## src/rtl/ccp_pkg.sv

```systemverilog
// shared types, constants and codes of the circle to polygon collision block
package ccp_pkg;

	localparam int MAX_V  = 8;
	localparam int VIDX_W = $clog2(MAX_V);
	localparam int CNT_W  = $clog2(MAX_V + 1);
	localparam int CW     = 16;

	localparam logic [3:0] SIDE_NONE    = 4'd0;
	localparam logic [3:0] SIDE_CORNER0 = 4'd1;
	localparam logic [3:0] SIDE_EDGE0   = 4'd5;
	localparam logic [3:0] SIDE_CORNER  = 4'd9;
	localparam logic [3:0] SIDE_EDGE    = 4'd10;

	localparam logic [1:0] SH_0  = 2'd0;
	localparam logic [1:0] SH_17 = 2'd1;
	localparam logic [1:0] SH_34 = 2'd2;

	typedef enum logic [4:0] {
		ST_IDLE, ST_R2, ST_RDI, ST_RDJ, ST_EDGE, ST_D2, ST_DOT0, ST_DOT1,
		ST_LEN0, ST_LEN1, ST_BIG, ST_CMP, ST_CHK, ST_NUM0, ST_NUM1, ST_DIVS,
		ST_DIVW, ST_DX0, ST_DX1, ST_SQS, ST_SQW, ST_FIN
	} state_t;

	typedef struct packed {
		logic               en;
		logic               clr;
		logic               sub;
		logic [1:0]         sh;
		logic signed [17:0] a;
		logic signed [17:0] b;
	} mac_op_t;

	typedef struct packed {
		logic start;
		logic sqrt;
	} iter_req_t;

	typedef struct packed {
		logic busy;
		logic done;
	} iter_stat_t;

endpackage

```

## src/rtl/circle_polygon_collision.sv

```systemverilog
// top level: vertex store, query sequencer and result register
// An item with kind 0 stores one polygon vertex; an item with kind 1 runs a
// circle query that walks the stored vertices on one shared multiply-accumulate unit and
// answers with one result. A query squares the radius, then at each vertex tests the
// corner distance, then the edge projection; a vertex whose projection is not positive or
// that projects past the edge end goes on to the next, else the exact overlap test runs.
// A corner hit ends with the square root. An edge hit adds two 18-step divisions and a
// 17-step square root after the overlap test, and every query ends in the result register.
// A query before any polygon has been completed goes straight to the result register.
// The vertex walk is set by the single read port of the vertex store and the one
// multiplier. The query holds in its last cycle while the previous result waits, and the
// block takes no item while a query runs.
module circle_polygon_collision import ccp_pkg::*; (
	input  logic               clk,
	input  logic               arst_n,
	input  logic               in_valid,
	output logic               in_ready,
	input  logic               kind,
	input  logic signed [15:0] vertex_x,
	input  logic signed [15:0] vertex_y,
	input  logic               last_vertex,
	input  logic signed [15:0] circle_x,
	input  logic signed [15:0] circle_y,
	input  logic [14:0]        circle_radius,
	output logic               out_valid,
	input  logic               out_ready,
	output logic [3:0]         side_code,
	output logic signed [15:0] contact_x,
	output logic signed [15:0] contact_y,
	output logic signed [15:0] penetration,
	output logic [3:0]         hit_index
);

	state_t state_q, state_n;

	logic signed [15:0] mem_x [MAX_V];
	logic signed [15:0] mem_y [MAX_V];
	logic signed [15:0] rd_x_q, rd_y_q;
	logic [VIDX_W-1:0]  rd_addr;

	logic [CNT_W-1:0]   count_q, pos_q;
	logic [VIDX_W-1:0]  i_q, j_idx;
	logic [2:0]         k_q;
	logic               hit_q, corner_q, axis_q;
	logic signed [15:0] cx_q, cy_q, vx_q, vy_q;
	logic [14:0]        r_q;
	logic [29:0]        r2_q;
	logic signed [16:0] ax_q, ay_q, ex_q, ey_q;
	logic [33:0]        dist2_q, dot_q, len2_q, dd;
	logic signed [17:0] px_q, py_q, dx, dy;
	logic signed [15:0] pen_q;

	logic               out_valid_q;
	logic [3:0]         side_q, idx_q;
	logic signed [15:0] ox_q, oy_q, open_q;

	mac_op_t            mop;
	logic signed [71:0] acc;
	iter_req_t          ireq;
	iter_stat_t         istat;
	logic [17:0]        ires;
	logic [51:0]        inum;
	logic [33:0]        irad;

	logic               in_acc, fin_go, last_i;
	logic signed [16:0] e_sel;
	logic [16:0]        e_abs;
	logic signed [18:0] pen_w;
	logic signed [17:0] p_new;
	logic [3:0]         side_n;

	assign in_ready = (state_q == ST_IDLE);
	assign in_acc   = in_valid && in_ready;
	assign fin_go   = (state_q == ST_FIN) && (!out_valid_q || out_ready);
	assign last_i   = !(({1'b0, i_q} + 4'd1) < count_q);
	assign j_idx    = last_i ? '0 : i_q + 3'd1;
	assign dd       = dist2_q - {4'd0, r2_q};
	assign e_sel    = axis_q ? ey_q : ex_q;
	assign e_abs    = e_sel[16] ? 17'(-e_sel) : 17'(e_sel);
	assign dx       = px_q - 18'(cx_q);
	assign dy       = py_q - 18'(cy_q);
	assign inum     = acc[51:0] + {19'd0, len2_q[33:1]};
	assign irad     = corner_q ? dist2_q : acc[33:0];

	ccp_mac u_mac (.clk(clk), .arst_n(arst_n), .op(mop), .acc(acc));

	ccp_iter u_iter (
		.clk(clk), .arst_n(arst_n), .req(ireq), .num(inum), .den(len2_q),
		.rad(irad), .stat(istat), .res(ires)
	);

	always_ff @(posedge clk or negedge arst_n) begin
		if (!arst_n)
			state_q <= ST_IDLE;
		else
			state_q <= state_n;
	end

	always_comb begin
		state_n = state_q;
		mop     = '0;
		ireq    = '0;
		rd_addr = i_q;
		case (state_q)
			ST_IDLE: begin
				if (in_acc && kind)
					state_n = (count_q == '0) ? ST_FIN : ST_R2;
			end
			ST_R2: begin
				mop     = '{en: 1'b1, clr: 1'b1, sub: 1'b0, sh: SH_0,
					a: 18'(r_q), b: 18'(r_q)};
				state_n = ST_RDI;
			end
			ST_RDI: state_n = ST_RDJ;
			ST_RDJ: begin
				rd_addr = j_idx;
				state_n = ST_EDGE;
			end
			ST_EDGE: begin
				mop     = '{en: 1'b1, clr: 1'b1, sub: 1'b0, sh: SH_0,
					a: 18'(ax_q), b: 18'(ax_q)};
				state_n = ST_D2;
			end
			ST_D2: begin
				mop     = '{en: 1'b1, clr: 1'b0, sub: 1'b0, sh: SH_0,
					a: 18'(ay_q), b: 18'(ay_q)};
				state_n = ST_DOT0;
			end
			ST_DOT0: begin
				if (acc[33:0] < {4'd0, r2_q}) begin
					state_n = ST_SQS;
				end else begin
					mop     = '{en: 1'b1, clr: 1'b1, sub: 1'b0, sh: SH_0,
						a: 18'(ax_q), b: 18'(ex_q)};
					state_n = ST_DOT1;
				end
			end
			ST_DOT1: begin
				mop     = '{en: 1'b1, clr: 1'b0, sub: 1'b0, sh: SH_0,
					a: 18'(ay_q), b: 18'(ey_q)};
				state_n = ST_LEN0;
			end
			ST_LEN0: begin
				if (acc <= 72'sd0) begin
					state_n = last_i ? ST_FIN : ST_RDI;
				end else begin
					mop     = '{en: 1'b1, clr: 1'b1, sub: 1'b0, sh: SH_0,
						a: 18'(ex_q), b: 18'(ex_q)};
					state_n = ST_LEN1;
				end
			end
			ST_LEN1: begin
				mop     = '{en: 1'b1, clr: 1'b0, sub: 1'b0, sh: SH_0,
					a: 18'(ey_q), b: 18'(ey_q)};
				state_n = ST_BIG;
			end
			ST_BIG: begin
				if (dot_q >= acc[33:0])
					state_n = last_i ? ST_FIN : ST_RDI;
				else
					state_n = ST_CMP;
			end
			ST_CMP: begin
				mop.en = 1'b1;
				case (k_q)
					3'd0: mop = '{1'b1, 1'b1, 1'b0, SH_34,
						{1'b0, dd[33:17]}, {1'b0, len2_q[33:17]}};
					3'd1: mop = '{1'b1, 1'b0, 1'b0, SH_17,
						{1'b0, dd[33:17]}, {1'b0, len2_q[16:0]}};
					3'd2: mop = '{1'b1, 1'b0, 1'b0, SH_17,
						{1'b0, dd[16:0]}, {1'b0, len2_q[33:17]}};
					3'd3: mop = '{1'b1, 1'b0, 1'b0, SH_0,
						{1'b0, dd[16:0]}, {1'b0, len2_q[16:0]}};
					3'd4: mop = '{1'b1, 1'b0, 1'b1, SH_34,
						{1'b0, dot_q[33:17]}, {1'b0, dot_q[33:17]}};
					3'd5: mop = '{1'b1, 1'b0, 1'b1, SH_17,
						{1'b0, dot_q[33:17]}, {1'b0, dot_q[16:0]}};
					3'd6: mop = '{1'b1, 1'b0, 1'b1, SH_17,
						{1'b0, dot_q[16:0]}, {1'b0, dot_q[33:17]}};
					default: mop = '{1'b1, 1'b0, 1'b1, SH_0,
						{1'b0, dot_q[16:0]}, {1'b0, dot_q[16:0]}};
				endcase
				if (k_q == 3'd7)
					state_n = ST_CHK;
			end
			ST_CHK: begin
				if (acc <= 72'sd0)
					state_n = ST_NUM0;
				else
					state_n = last_i ? ST_FIN : ST_RDI;
			end
			ST_NUM0: begin
				mop     = '{en: 1'b1, clr: 1'b1, sub: 1'b0, sh: SH_0,
					a: {1'b0, e_abs}, b: {1'b0, dot_q[16:0]}};
				state_n = ST_NUM1;
			end
			ST_NUM1: begin
				mop     = '{en: 1'b1, clr: 1'b0, sub: 1'b0, sh: SH_17,
					a: {1'b0, e_abs}, b: {1'b0, dot_q[33:17]}};
				state_n = ST_DIVS;
			end
			ST_DIVS: begin
				ireq    = '{start: 1'b1, sqrt: 1'b0};
				state_n = ST_DIVW;
			end
			ST_DIVW: begin
				if (istat.done)
					state_n = axis_q ? ST_DX0 : ST_NUM0;
			end
			ST_DX0: begin
				mop     = '{en: 1'b1, clr: 1'b1, sub: 1'b0, sh: SH_0, a: dx, b: dx};
				state_n = ST_DX1;
			end
			ST_DX1: begin
				mop     = '{en: 1'b1, clr: 1'b0, sub: 1'b0, sh: SH_0, a: dy, b: dy};
				state_n = ST_SQS;
			end
			ST_SQS: begin
				ireq    = '{start: 1'b1, sqrt: 1'b1};
				state_n = ST_SQW;
			end
			ST_SQW: begin
				if (istat.done)
					state_n = ST_FIN;
			end
			ST_FIN: begin
				if (fin_go)
					state_n = ST_IDLE;
			end
			default: state_n = ST_IDLE;
		endcase
	end

	// vertex store, one write and one registered read port
	always_ff @(posedge clk) begin
		if (in_acc && !kind && (pos_q < CNT_W'(MAX_V))) begin
			mem_x[pos_q[VIDX_W-1:0]] <= vertex_x;
			mem_y[pos_q[VIDX_W-1:0]] <= vertex_y;
		end
		rd_x_q <= mem_x[rd_addr];
		rd_y_q <= mem_y[rd_addr];
	end

	always_ff @(posedge clk or negedge arst_n) begin
		if (!arst_n) begin
			count_q <= '0;
			pos_q   <= '0;
		end else if (in_acc && !kind) begin
			if (last_vertex) begin
				count_q <= (pos_q < CNT_W'(MAX_V)) ? pos_q + 1'b1 : CNT_W'(MAX_V);
				pos_q   <= '0;
			end else if (pos_q < CNT_W'(MAX_V)) begin
				pos_q <= pos_q + 1'b1;
			end
		end
	end

	assign p_new = (axis_q ? 18'(vy_q) : 18'(vx_q))
		+ (e_sel[16] ? -18'(ires[16:0]) : 18'(ires[16:0]));
	assign pen_w = 19'(r_q) - 19'(ires);

	always_ff @(posedge clk) begin
		case (state_q)
			ST_IDLE: begin
				cx_q   <= circle_x;
				cy_q   <= circle_y;
				r_q    <= circle_radius;
				i_q    <= '0;
				hit_q  <= 1'b0;
				axis_q <= 1'b0;
			end
			ST_RDI: begin
				if (i_q == '0)
					r2_q <= acc[29:0];
			end
			ST_RDJ: begin
				vx_q <= rd_x_q;
				vy_q <= rd_y_q;
				ax_q <= 17'(cx_q) - 17'(rd_x_q);
				ay_q <= 17'(cy_q) - 17'(rd_y_q);
			end
			ST_EDGE: begin
				ex_q <= 17'(rd_x_q) - 17'(vx_q);
				ey_q <= 17'(rd_y_q) - 17'(vy_q);
			end
			ST_DOT0: begin
				dist2_q  <= acc[33:0];
				px_q     <= 18'(vx_q);
				py_q     <= 18'(vy_q);
				if (acc[33:0] < {4'd0, r2_q}) begin
					hit_q    <= 1'b1;
					corner_q <= 1'b1;
				end
			end
			ST_LEN0: begin
				dot_q <= acc[33:0];
				if (acc <= 72'sd0 && !last_i)
					i_q <= i_q + 1'b1;
			end
			ST_BIG: begin
				len2_q <= acc[33:0];
				k_q    <= '0;
				if (dot_q >= acc[33:0] && !last_i)
					i_q <= i_q + 1'b1;
			end
			ST_CMP: k_q <= k_q + 3'd1;
			ST_CHK: begin
				if (acc <= 72'sd0) begin
					hit_q    <= 1'b1;
					corner_q <= 1'b0;
				end else if (!last_i) begin
					i_q <= i_q + 1'b1;
				end
			end
			ST_DIVW: begin
				if (istat.done) begin
					axis_q <= 1'b1;
					if (axis_q)
						py_q <= p_new;
					else
						px_q <= p_new;
				end
			end
			ST_SQW: begin
				if (istat.done)
					pen_q <= (pen_w < -19'sd32768) ? -16'sd32768 : 16'(pen_w);
			end
			default: ;
		endcase
	end

	always_comb begin
		if (!hit_q)
			side_n = SIDE_NONE;
		else if (count_q > CNT_W'(4))
			side_n = corner_q ? SIDE_CORNER : SIDE_EDGE;
		else
			side_n = (corner_q ? SIDE_CORNER0 : SIDE_EDGE0) + 4'(i_q);
	end

	function automatic logic signed [15:0] clamp16(input logic signed [17:0] v);
		if (v > 18'sd32767)
			return 16'sd32767;
		else if (v < -18'sd32768)
			return -16'sd32768;
		else
			return 16'(v);
	endfunction

	always_ff @(posedge clk or negedge arst_n) begin
		if (!arst_n)
			out_valid_q <= 1'b0;
		else if (fin_go)
			out_valid_q <= 1'b1;
		else if (out_ready)
			out_valid_q <= 1'b0;
	end

	always_ff @(posedge clk) begin
		if (fin_go) begin
			side_q <= side_n;
			ox_q   <= hit_q ? clamp16(px_q) : '0;
			oy_q   <= hit_q ? clamp16(py_q) : '0;
			open_q <= hit_q ? pen_q : '0;
			idx_q  <= hit_q ? 4'(i_q) : '0;
		end
	end

	assign out_valid   = out_valid_q;
	assign side_code   = side_q;
	assign contact_x   = ox_q;
	assign contact_y   = oy_q;
	assign penetration = open_q;
	assign hit_index   = idx_q;

`ifndef SYNTHESIS
	a_none_zero: assert property (@(posedge clk) disable iff (!arst_n)
		out_valid && side_code == SIDE_NONE |->
		contact_x == 16'sd0 && penetration == 16'sd0 && hit_index == 4'd0)
		else $error("no-hit result carries nonzero fields");
	a_count_max: assert property (@(posedge clk) disable iff (!arst_n)
		count_q <= CNT_W'(MAX_V) && pos_q <= CNT_W'(MAX_V))
		else $error("vertex count or load position beyond store depth");
	a_iter_idle: assert property (@(posedge clk) disable iff (!arst_n)
		ireq.start |-> !istat.busy)
		else $error("shared divide/sqrt unit restarted while busy");
	a_fin_hold: assert property (@(posedge clk) disable iff (!arst_n)
		out_valid && !out_ready && state_q == ST_FIN |=> state_q == ST_FIN)
		else $error("result finished while previous item not taken");
`endif

endmodule

```

## src/rtl/ccp_mac.sv

```systemverilog
// shared 18x18 signed multiply-accumulate unit with shifted accumulation
module ccp_mac import ccp_pkg::*; (
	input  logic               clk,
	input  logic               arst_n,
	input  mac_op_t            op,
	output logic signed [71:0] acc
);

	logic signed [71:0] acc_q;
	logic signed [35:0] prod;
	logic signed [71:0] prod_ext;
	logic signed [71:0] prod_sh;
	logic signed [71:0] base;

	assign prod     = op.a * op.b;
	assign prod_ext = {{36{prod[35]}}, prod};
	assign base     = op.clr ? 72'sd0 : acc_q;

	always_comb begin
		case (op.sh)
			SH_0:    prod_sh = prod_ext;
			SH_17:   prod_sh = prod_ext <<< 17;
			SH_34:   prod_sh = prod_ext <<< 34;
			default: prod_sh = prod_ext;
		endcase
	end

	always_ff @(posedge clk or negedge arst_n) begin
		if (!arst_n) begin
			acc_q <= '0;
		end else if (op.en) begin
			acc_q <= op.sub ? base - prod_sh : base + prod_sh;
		end
	end

	assign acc = acc_q;

endmodule

```

## src/rtl/ccp_iter.sv

```systemverilog
// iterative restoring divider and integer square root on one shared subtractor
module ccp_iter import ccp_pkg::*; (
	input  logic        clk,
	input  logic        arst_n,
	input  iter_req_t   req,
	input  logic [51:0] num,
	input  logic [33:0] den,
	input  logic [33:0] rad,
	output iter_stat_t  stat,
	output logic [17:0] res
);

	logic        busy_q;
	logic        done_q;
	logic [4:0]  cnt_q;
	logic        mode_q;
	logic [51:0] rem_q;
	logic [33:0] acc_q;
	logic [50:0] sh_q;
	logic [51:0] cand;
	logic        ge;
	logic [33:0] s_up;

	assign s_up = acc_q + sh_q[33:0];
	assign cand = mode_q ? {18'd0, s_up} : {1'b0, sh_q};
	assign ge   = rem_q >= cand;

	always_ff @(posedge clk or negedge arst_n) begin
		if (!arst_n) begin
			busy_q <= 1'b0;
			done_q <= 1'b0;
			cnt_q  <= '0;
		end else begin
			done_q <= 1'b0;
			if (req.start) begin
				busy_q <= 1'b1;
				cnt_q  <= req.sqrt ? 5'd16 : 5'd17;
			end else if (busy_q) begin
				cnt_q <= cnt_q - 5'd1;
				if (cnt_q == 5'd0) begin
					busy_q <= 1'b0;
					done_q <= 1'b1;
				end
			end
		end
	end

	always_ff @(posedge clk) begin
		if (req.start) begin
			mode_q <= req.sqrt;
			acc_q  <= '0;
			if (req.sqrt) begin
				rem_q <= {18'd0, rad};
				sh_q  <= 51'd1 << 32;
			end else begin
				rem_q <= num;
				sh_q  <= {den, 17'd0};
			end
		end else if (busy_q) begin
			if (ge)
				rem_q <= rem_q - cand;
			if (mode_q) begin
				acc_q <= ge ? (acc_q >> 1) + sh_q[33:0] : acc_q >> 1;
				sh_q  <= sh_q >> 2;
			end else begin
				acc_q <= {acc_q[32:0], ge};
				sh_q  <= sh_q >> 1;
			end
		end
	end

	always_comb begin
		if (mode_q)
			res = (rem_q > {18'd0, acc_q}) ? acc_q[17:0] + 18'd1 : acc_q[17:0];
		else
			res = acc_q[17:0];
	end

	assign stat.busy = busy_q;
	assign stat.done = done_q;

endmodule
```

## config.mk

```make
export PLATFORM = sky130hd
export DESIGN_NAME = circle_polygon_collision
export DESIGN_NICKNAME = d
export VERILOG_FILES = /design/src/rtl/ccp_pkg.sv /design/src/rtl/circle_polygon_collision.sv /design/src/rtl/ccp_mac.sv /design/src/rtl/ccp_iter.sv
export SDC_FILE = /design/constraint.sdc
export NUM_CORES = 2
export LEC_CHECK = 0
export ABC_AREA = 1
export BUFFER_PORTS_ARGS = -buffer_cell sky130_fd_sc_hd__buf_2
export CORE_MARGIN = 10
export CORE_UTILIZATION = 35
export CTS_BUF_LIST = sky130_fd_sc_hd__clkbuf_16
export DETAILED_ROUTE_END_ITERATION = 12
export MAX_ROUTING_LAYER = met4
export SYNTH_ARGS = -nofsm -noshare
export SYNTH_HDL_FRONTEND = slang
export SYNTH_SLANG_ARGS = --single-unit
```

## constraint.sdc

```tcl
create_clock -name clk -period 19.35 [get_ports clk]
set_input_delay 2.9025 -clock clk [delete_from_list [all_inputs] [get_ports clk]]
set_output_delay 2.9025 -clock clk [all_outputs]
set_load 0.01 [all_outputs]
```

# == Yosys cells after proc, flatten, opt, wreduce, memory -nomap -nowiden ==
# Memory sizes are Yosys's and may differ from the RTL's. A register that Yosys moved wholly into a read port is not among the register bits.
# Index checks and enable logic that the tools add are counted.
# op_classes
n_mux,83
magnitude_cmp,13
n_eq_ne,43
reduce_logical,39
add_sub_neg,24
n_mul,1
bitwise,1
# ops
operator,count
one-hot mux 41 bit (12 select lines),1
one-hot mux 40 bit (7 select lines),1
two-way mux 52 bit,4
two-way mux 51 bit,4
two-way mux 18 bit,8
two-way mux 72 bit,2
one-hot mux 69 bit (2 select lines),1
one-hot mux 5 bit (22 select lines),1
two-way mux 34 bit,3
two-way mux 41 bit,2
adder 72 x 70 -> 72 bit,1
"<= comparator 72 x 1 -> 1 bit, second input constant",1
one-hot mux 18 bit (2 select lines),2
subtractor 72 x 70 -> 72 bit,1
two-way mux 5 bit,14
subtractor 16 x 16 -> 17 bit,4
adder 52 x 33 -> 52 bit,1
greater-or-equal comparator 52 bit,1
> comparator 52 x 34 -> 1 bit,1
subtractor 52 bit,1
two-way mux 50 bit,1
"equality test 5 x 4 -> 1 bit, second input constant",8
"> comparator 18 x 16 -> 1 bit, second input constant",2
"< comparator 18 x 16 -> 1 bit, second input constant",2
58 further kinds,137
# word_totals
ff_bits,627
mem_bits_rw,256
in_bits,85
wordCells,247
out_inout_bits,58
n_memories,2
# memory_table
memory,depth,word_bits,rd,rd_clocked_by_memory_dff,write_ports,line,text
mem_x,8,16,1,1,1,circle_polygon_collision.sv:36,logic signed [15:0] mem_x [MAX_V];
mem_y,8,16,1,1,1,circle_polygon_collision.sv:37,logic signed [15:0] mem_y [MAX_V];

# == Depth between registers and ports, before layout ==
# logic_depth
word_depth,9
mapped_depth,74
ltp_nobuf,74

# == Modules after synthesis ==
# Synthesis repeated with hierarchy kept, for this count alone.
# hier_totals
hier_cells,11951
hier_area_um2,85723.5
# modules_own_cells
module,seq_area_each_um2,cells_each,instances,area_each_um2
circle_polygon_collision,20539.7,5377,1,43894.6
ccp_mac,1801.7,3883,1,24932.7
ccp_iter,3978.8,2691,1,16896.2

# == Worst setup path after synthesis ==
# OpenSTA, ideal clock, no wires.
# synth_path
path_type,flip-flop to flip-flop
start,reg state_q[0]
end,"reg u_mac.acc_q[71], in the netlist u_mac.acc[71]"
arrival_ns,11.584
setup_time_ns,0.118
setup_slack_ns,7.648
period_less_slack_ns,11.702
n_path_buf,1
required_time_ns,19.232
stages_incl_launch_ff,53
path_cell_list,dfrtp_1 -> nor2_1 -> nand2_1 -> nor2_1 -> inv_1 -> nor2_2 -> nor2_4 -> o21ai_0 -> inv_1 -> buf_2 -> nor2_1 -> fa_1 -> fa_1 -> fa_1 -> fa_1 -> fa_1 -> inv_1 -> fa_1 -> (+17 left out) -> nand2_2 -> nand2_4 -> nand2_1 -> xor2_1 -> ha_1 -> nand2_1 -> nor2_1 -> inv_1 -> nor2_1 -> inv_1 -> nor2_1 -> nand2_1 -> o311ai_0 -> xor2_1 -> xor2_1 -> nand3_1 -> nand3_1 -> nand2_1
# synth_between
elab_chain_cells,6
elab_cells_between_ends,21
classes_between,add/sub (2); mul (1); eq/ne (14); mux (4)
# synth_lines
item,line,text
from (decl),circle_polygon_collision.sv:34,"state_t state_q, state_n;"
from (signal assigned),circle_polygon_collision.sv:96,state_q <= state_n;
"equality test 5 bit, or another cell as far along",circle_polygon_collision.sv:104,case (state_q)
one-hot mux 41 bit (12 select lines) *,circle_polygon_collision.sv:104,
"multiplier 18 x 18 -> 36 bit, or another cell as far along",ccp_mac.sv:15,assign prod = op.a * op.b;
one-hot mux 69 bit (2 select lines),ccp_mac.sv:20,case (op.sh)
adder 72 x 70 -> 72 bit / subtractor 72 x 70 -> 72 bit (equally long branches),ccp_mac.sv:32,acc_q <= op.sub ? base - prod_sh : base + prod_sh;
two-way mux 72 bit,ccp_mac.sv:32,
to (signal assigned),ccp_mac.sv:32,
to (decl),ccp_mac.sv:9,logic signed [71:0] acc_q;
# Every way passes the cells marked *; elsewhere a longest branch is shown, timed or not.
# A chain may end at the register's enable or synchronous reset.

# == Worst setup path in the final report ==
# layout_path
start,"reg u_mac.acc_q[30], in the netlist u_mac.acc[30]"
end,"reg u_mac.acc_q[71], in the netlist u_mac.acc[71]"
# layout_between
elab_chain_cells,7
elab_cells_between_ends,11
classes_between,add/sub (2); mul (1); order compare (2); mux (6)
# layout_lines
item,line
<= comparator 72 x 1 -> 1 bit / < comparator 34 x 30 -> 1 bit (equally long branches),"circle_polygon_collision.sv:144, circle_polygon_collision.sv:130"
two-way mux 41 bit (on tied branches),"circle_polygon_collision.sv:144, circle_polygon_collision.sv:130"
one-hot mux 41 bit (12 select lines),circle_polygon_collision.sv:104
multiplier 18 x 18 -> 36 bit,ccp_mac.sv:15
one-hot mux 69 bit (2 select lines),ccp_mac.sv:20
adder 72 x 70 -> 72 bit / subtractor 72 x 70 -> 72 bit (equally long branches),ccp_mac.sv:32
two-way mux 72 bit,ccp_mac.sv:32
# Several ways; a longest one is shown, not always the timed one.

==> flow_summary.json <==
{
  "status": "finished, final reports clean",
  "portBuffers": 141,
  "grt_usage_pct": 24.6,
  "grt_setup_unrepaired": "no",
  "cp_max_fo": 27,
  "synth_fa_ha_area_share_pct": 18.3,
  "synthTopCellsByCount": "nand2_1, inv_1, nor2_1",
  "fin_crit_sh_pct": 80.5,
  "drt_wl_total_microns": 300000,
  "r2r_start": "u_mac.acc[30]",
  "cts_sinks": 914,
  "crit_type": "flip-flop to flip-flop",
  "gp_congestion": 1.01,
  "setup_violations": 0,
  "syn_to_final_growth_pct": 10.1,
  "yosys_warnings": 0,
  "whs_endpoint": "u_mac.acc[51]",
  "route.detailed.drc": 0,
  "start_kind": "flip-flop",
  "rows": 173,
  "synth_top_family_by_area": "simple AND/OR/NAND/NOR gates",
  "cp_common_cell": "nand2_1",
  "syn_area_sq_um": 78200,
  "cts_made_buffers": 108,
  "critPathCaptureType": "flip-flop",
  "dr.pass1.iters": 8,
  "pin_count": 143,
  "cts-root-buf": "clkbuf_16",
  "cts.reportedPaths.clkPinSlew_ps": 70,
  "maxSlewViolCount": 0,
  "cp_slowest_cell": "o21ai_0",
  "hp-start": "u_mac.acc[51]",
  "cts_resized": 0,
  "nets": 10997,
  "drt_iter0_drc": 7510,
  "synth.distinct_cells": 83,
  "hold_viol": 0,
  "async_flop_share_pct": 10.2,
  "clock_latency_ps": 810,
  "syn_avg_cell_area_sq_um": 7.90,
  "grt_max_degree": 91,
  "arrival_ps": 16200,
  "coreArea_sq_um": 222000,
  "start_util_pct": 35.2,
  "drv_cap": 0,
  "antenna_found_initial": 16,
  "cts_buffer_depth": 3,
  "htree_levels": 3,
  "hold_depth": 2,
  "fmax_mhz": 64.2,
  "synth_compound_area_share_pct": 15.8,
  "netlist_instances": 9900,
  "synth_area_leaders": "edfxtp_1, ha_1, fa_1",
  "synth_ff_type": "edfxtp_1",
  "holdBufCountCts": 0,
  "cpPeakStageDelay_ps": 1150,
  "dieArea_sq_um": 243000,
  "setup.reg_to_reg.worst_slack_ps": 3770,
  "grtUsageMet2_pct": 39.6,
  "grt_pass1_vias": 69384,
  "seq_area_frac_synth_pct": 33.6,
  "crit_path_start": "u_mac.acc[30]",
  "hp-class": "flip-flop to flip-flop",
  "vias_per_cell": 5.43,
  "critPathRequiredTime_ps": 19970,
  "yosysTopAreaCell": "edfxtp_1",
  "die_w_microns": 493,
  "die_h_microns": 493,
  "routed-via-count": 70887,
  "grt.busiest_layer": "met2",
  "cts_tree": "done",
  "yosys_register_bits": 914,
  "yosysMostFrequentCell": "nand2_1",
  "cts_setup_buffers": 0,
  "overflow": 0,
  "synth_xor_area_share_pct": 3.74,
  "syn_nets": 10921,
  "hpwl_microns": 242000,
  "met1_usage_pct": 32.2,
  "skew_ps": 89.9,
  "synth_edf_count": 755,
  "regToRegEndpoint": "u_mac.acc[71]",
  "drtAntennaViolNets": 0,
  "synth-simple-area-share_pct": 19.6,
  "layout_min_cycle_time_ps": 15580,
  "grt.met3_usage_pct": 3.30,
  "relSlewSlack_pct": 3.45,
  "synth_top_area_share_pct": 29.0,
  "ff2ff_path_depth": 54,
  "muxShareOfSynthArea_pct": 0,
  "tns_ps": 0,
  "worst_slew_pin_slew_ps": 1430,
  "drive_gt1_share_pct": 5.93,
  "wl_per_cell_microns": 23.0,
  "grt_pass1_wl_microns": 447000
}
## registers in the layout, summed over array words and instances (netlist names), 18 cells and up
signal and cells:
py_q 18, mem_y 128, px_q 18, mem_x 128, dot_q 34, r2_q 30
len2_q 34, u_iter.acc_q 34, u_iter.rem_q 52, dist2_q 34, u_mac.acc 72, u_iter.sh_q 51
## per-stage QoR
| stage | util, % | area (sq um) | instances | worst slack (ps) | hold slack, ps |
|---|---|---|---|---|---|
| 2_1_floorplan | - | 78200 | 9900 | 7650 | 437 |
| 3_3_place_gp | 37.1 | 82400 | 12841 | 3730 | 467 |
| 3_5_place_dp | 37.1 | 82400 | 12841 | 3820 | 467 |
| 4_1_cts | 38.7 | 86100 | 13045 | 3770 | 484 |
| 5_1_grt | 38.8 | 86100 | 13060 | 2910 | 511 |
| 6_report | 38.8 | 86100 | 13060 | 3770 | 482 |
## worst max path at each step
stage	end	slack [ps]
floorplan	u_mac.acc[71]	7650
global placement	u_mac.acc[71]	3730
detailed placement	u_mac.acc[71]	3820
CTS	u_mac.acc[71]	3770
global route	u_mac.acc[71]	2910
finish	u_mac.acc[71]	3770
## metal layers
metal  vias up  share of wire [%]
met2      2617                 46
li1      33187                  -
met1     34592                 43
met5         -                  0
met4         0                3.6
met3       491                6.8
## critical path: cells and delay by family, from the launching register on
family,cells,cell delay [ps]
adder cells (fa/ha/maj),8,4380
XOR/XNOR,3,940
flip-flops,1,480
AND/OR/NAND/NOR,29,5470
buffers and inverters,9,2050
AO/OA/AOI/OAI,5,2120
## cells by family (layout without fill, tap and decap cells)
| kind of cell | Yosys count | after routing |
|---|---|---|
| other | 1 | 16 |
| adder cells (fa/ha/maj) | 936 | 936 |
| flip-flops | 914 | 914 |
| buffers and inverters | 1826 | 1996 |
| XOR/XNOR | 333 | 333 |
| AND/OR/NAND/NOR | 3681 | 3681 |
| AO/OA/AOI/OAI | 2209 | 2209 |
## placed cells by master (no fill, tap or decap), drive strengths merged, types with 59 or more instances in the layout
cell type  netlist  final
a21oi          860    860
a31oi          100    100
buf             71    215
clkbuf         178    108
clkinv          15     65
dfrtp           93     93
dfxtp           66     66
edfxtp         755    755
fa             344    344
ha             592    592
inv           1562   1584
nand2         1773   1773
nand3          346    346
nand4           88     88
nor2          1228   1228
nor3           122    122
o21ai          830    830
o22ai           59     59
xnor2          121    121
xor2           212    212
## cell type report
cell class	instances	area, sq um
flip-flops and latches	914	26300
fillers	22908	136000
well taps	2975	3720
clock buffers	108	2700
diodes	15	37.5
repair buffers	215	1260
inverters	1577	5920
multi-input cells	7160	45200
clock inverters	96	1020
Power is left out: the tool's default activity adds up to more than one toggle a clock period on the data nets, which glitch-free logic cannot reach.
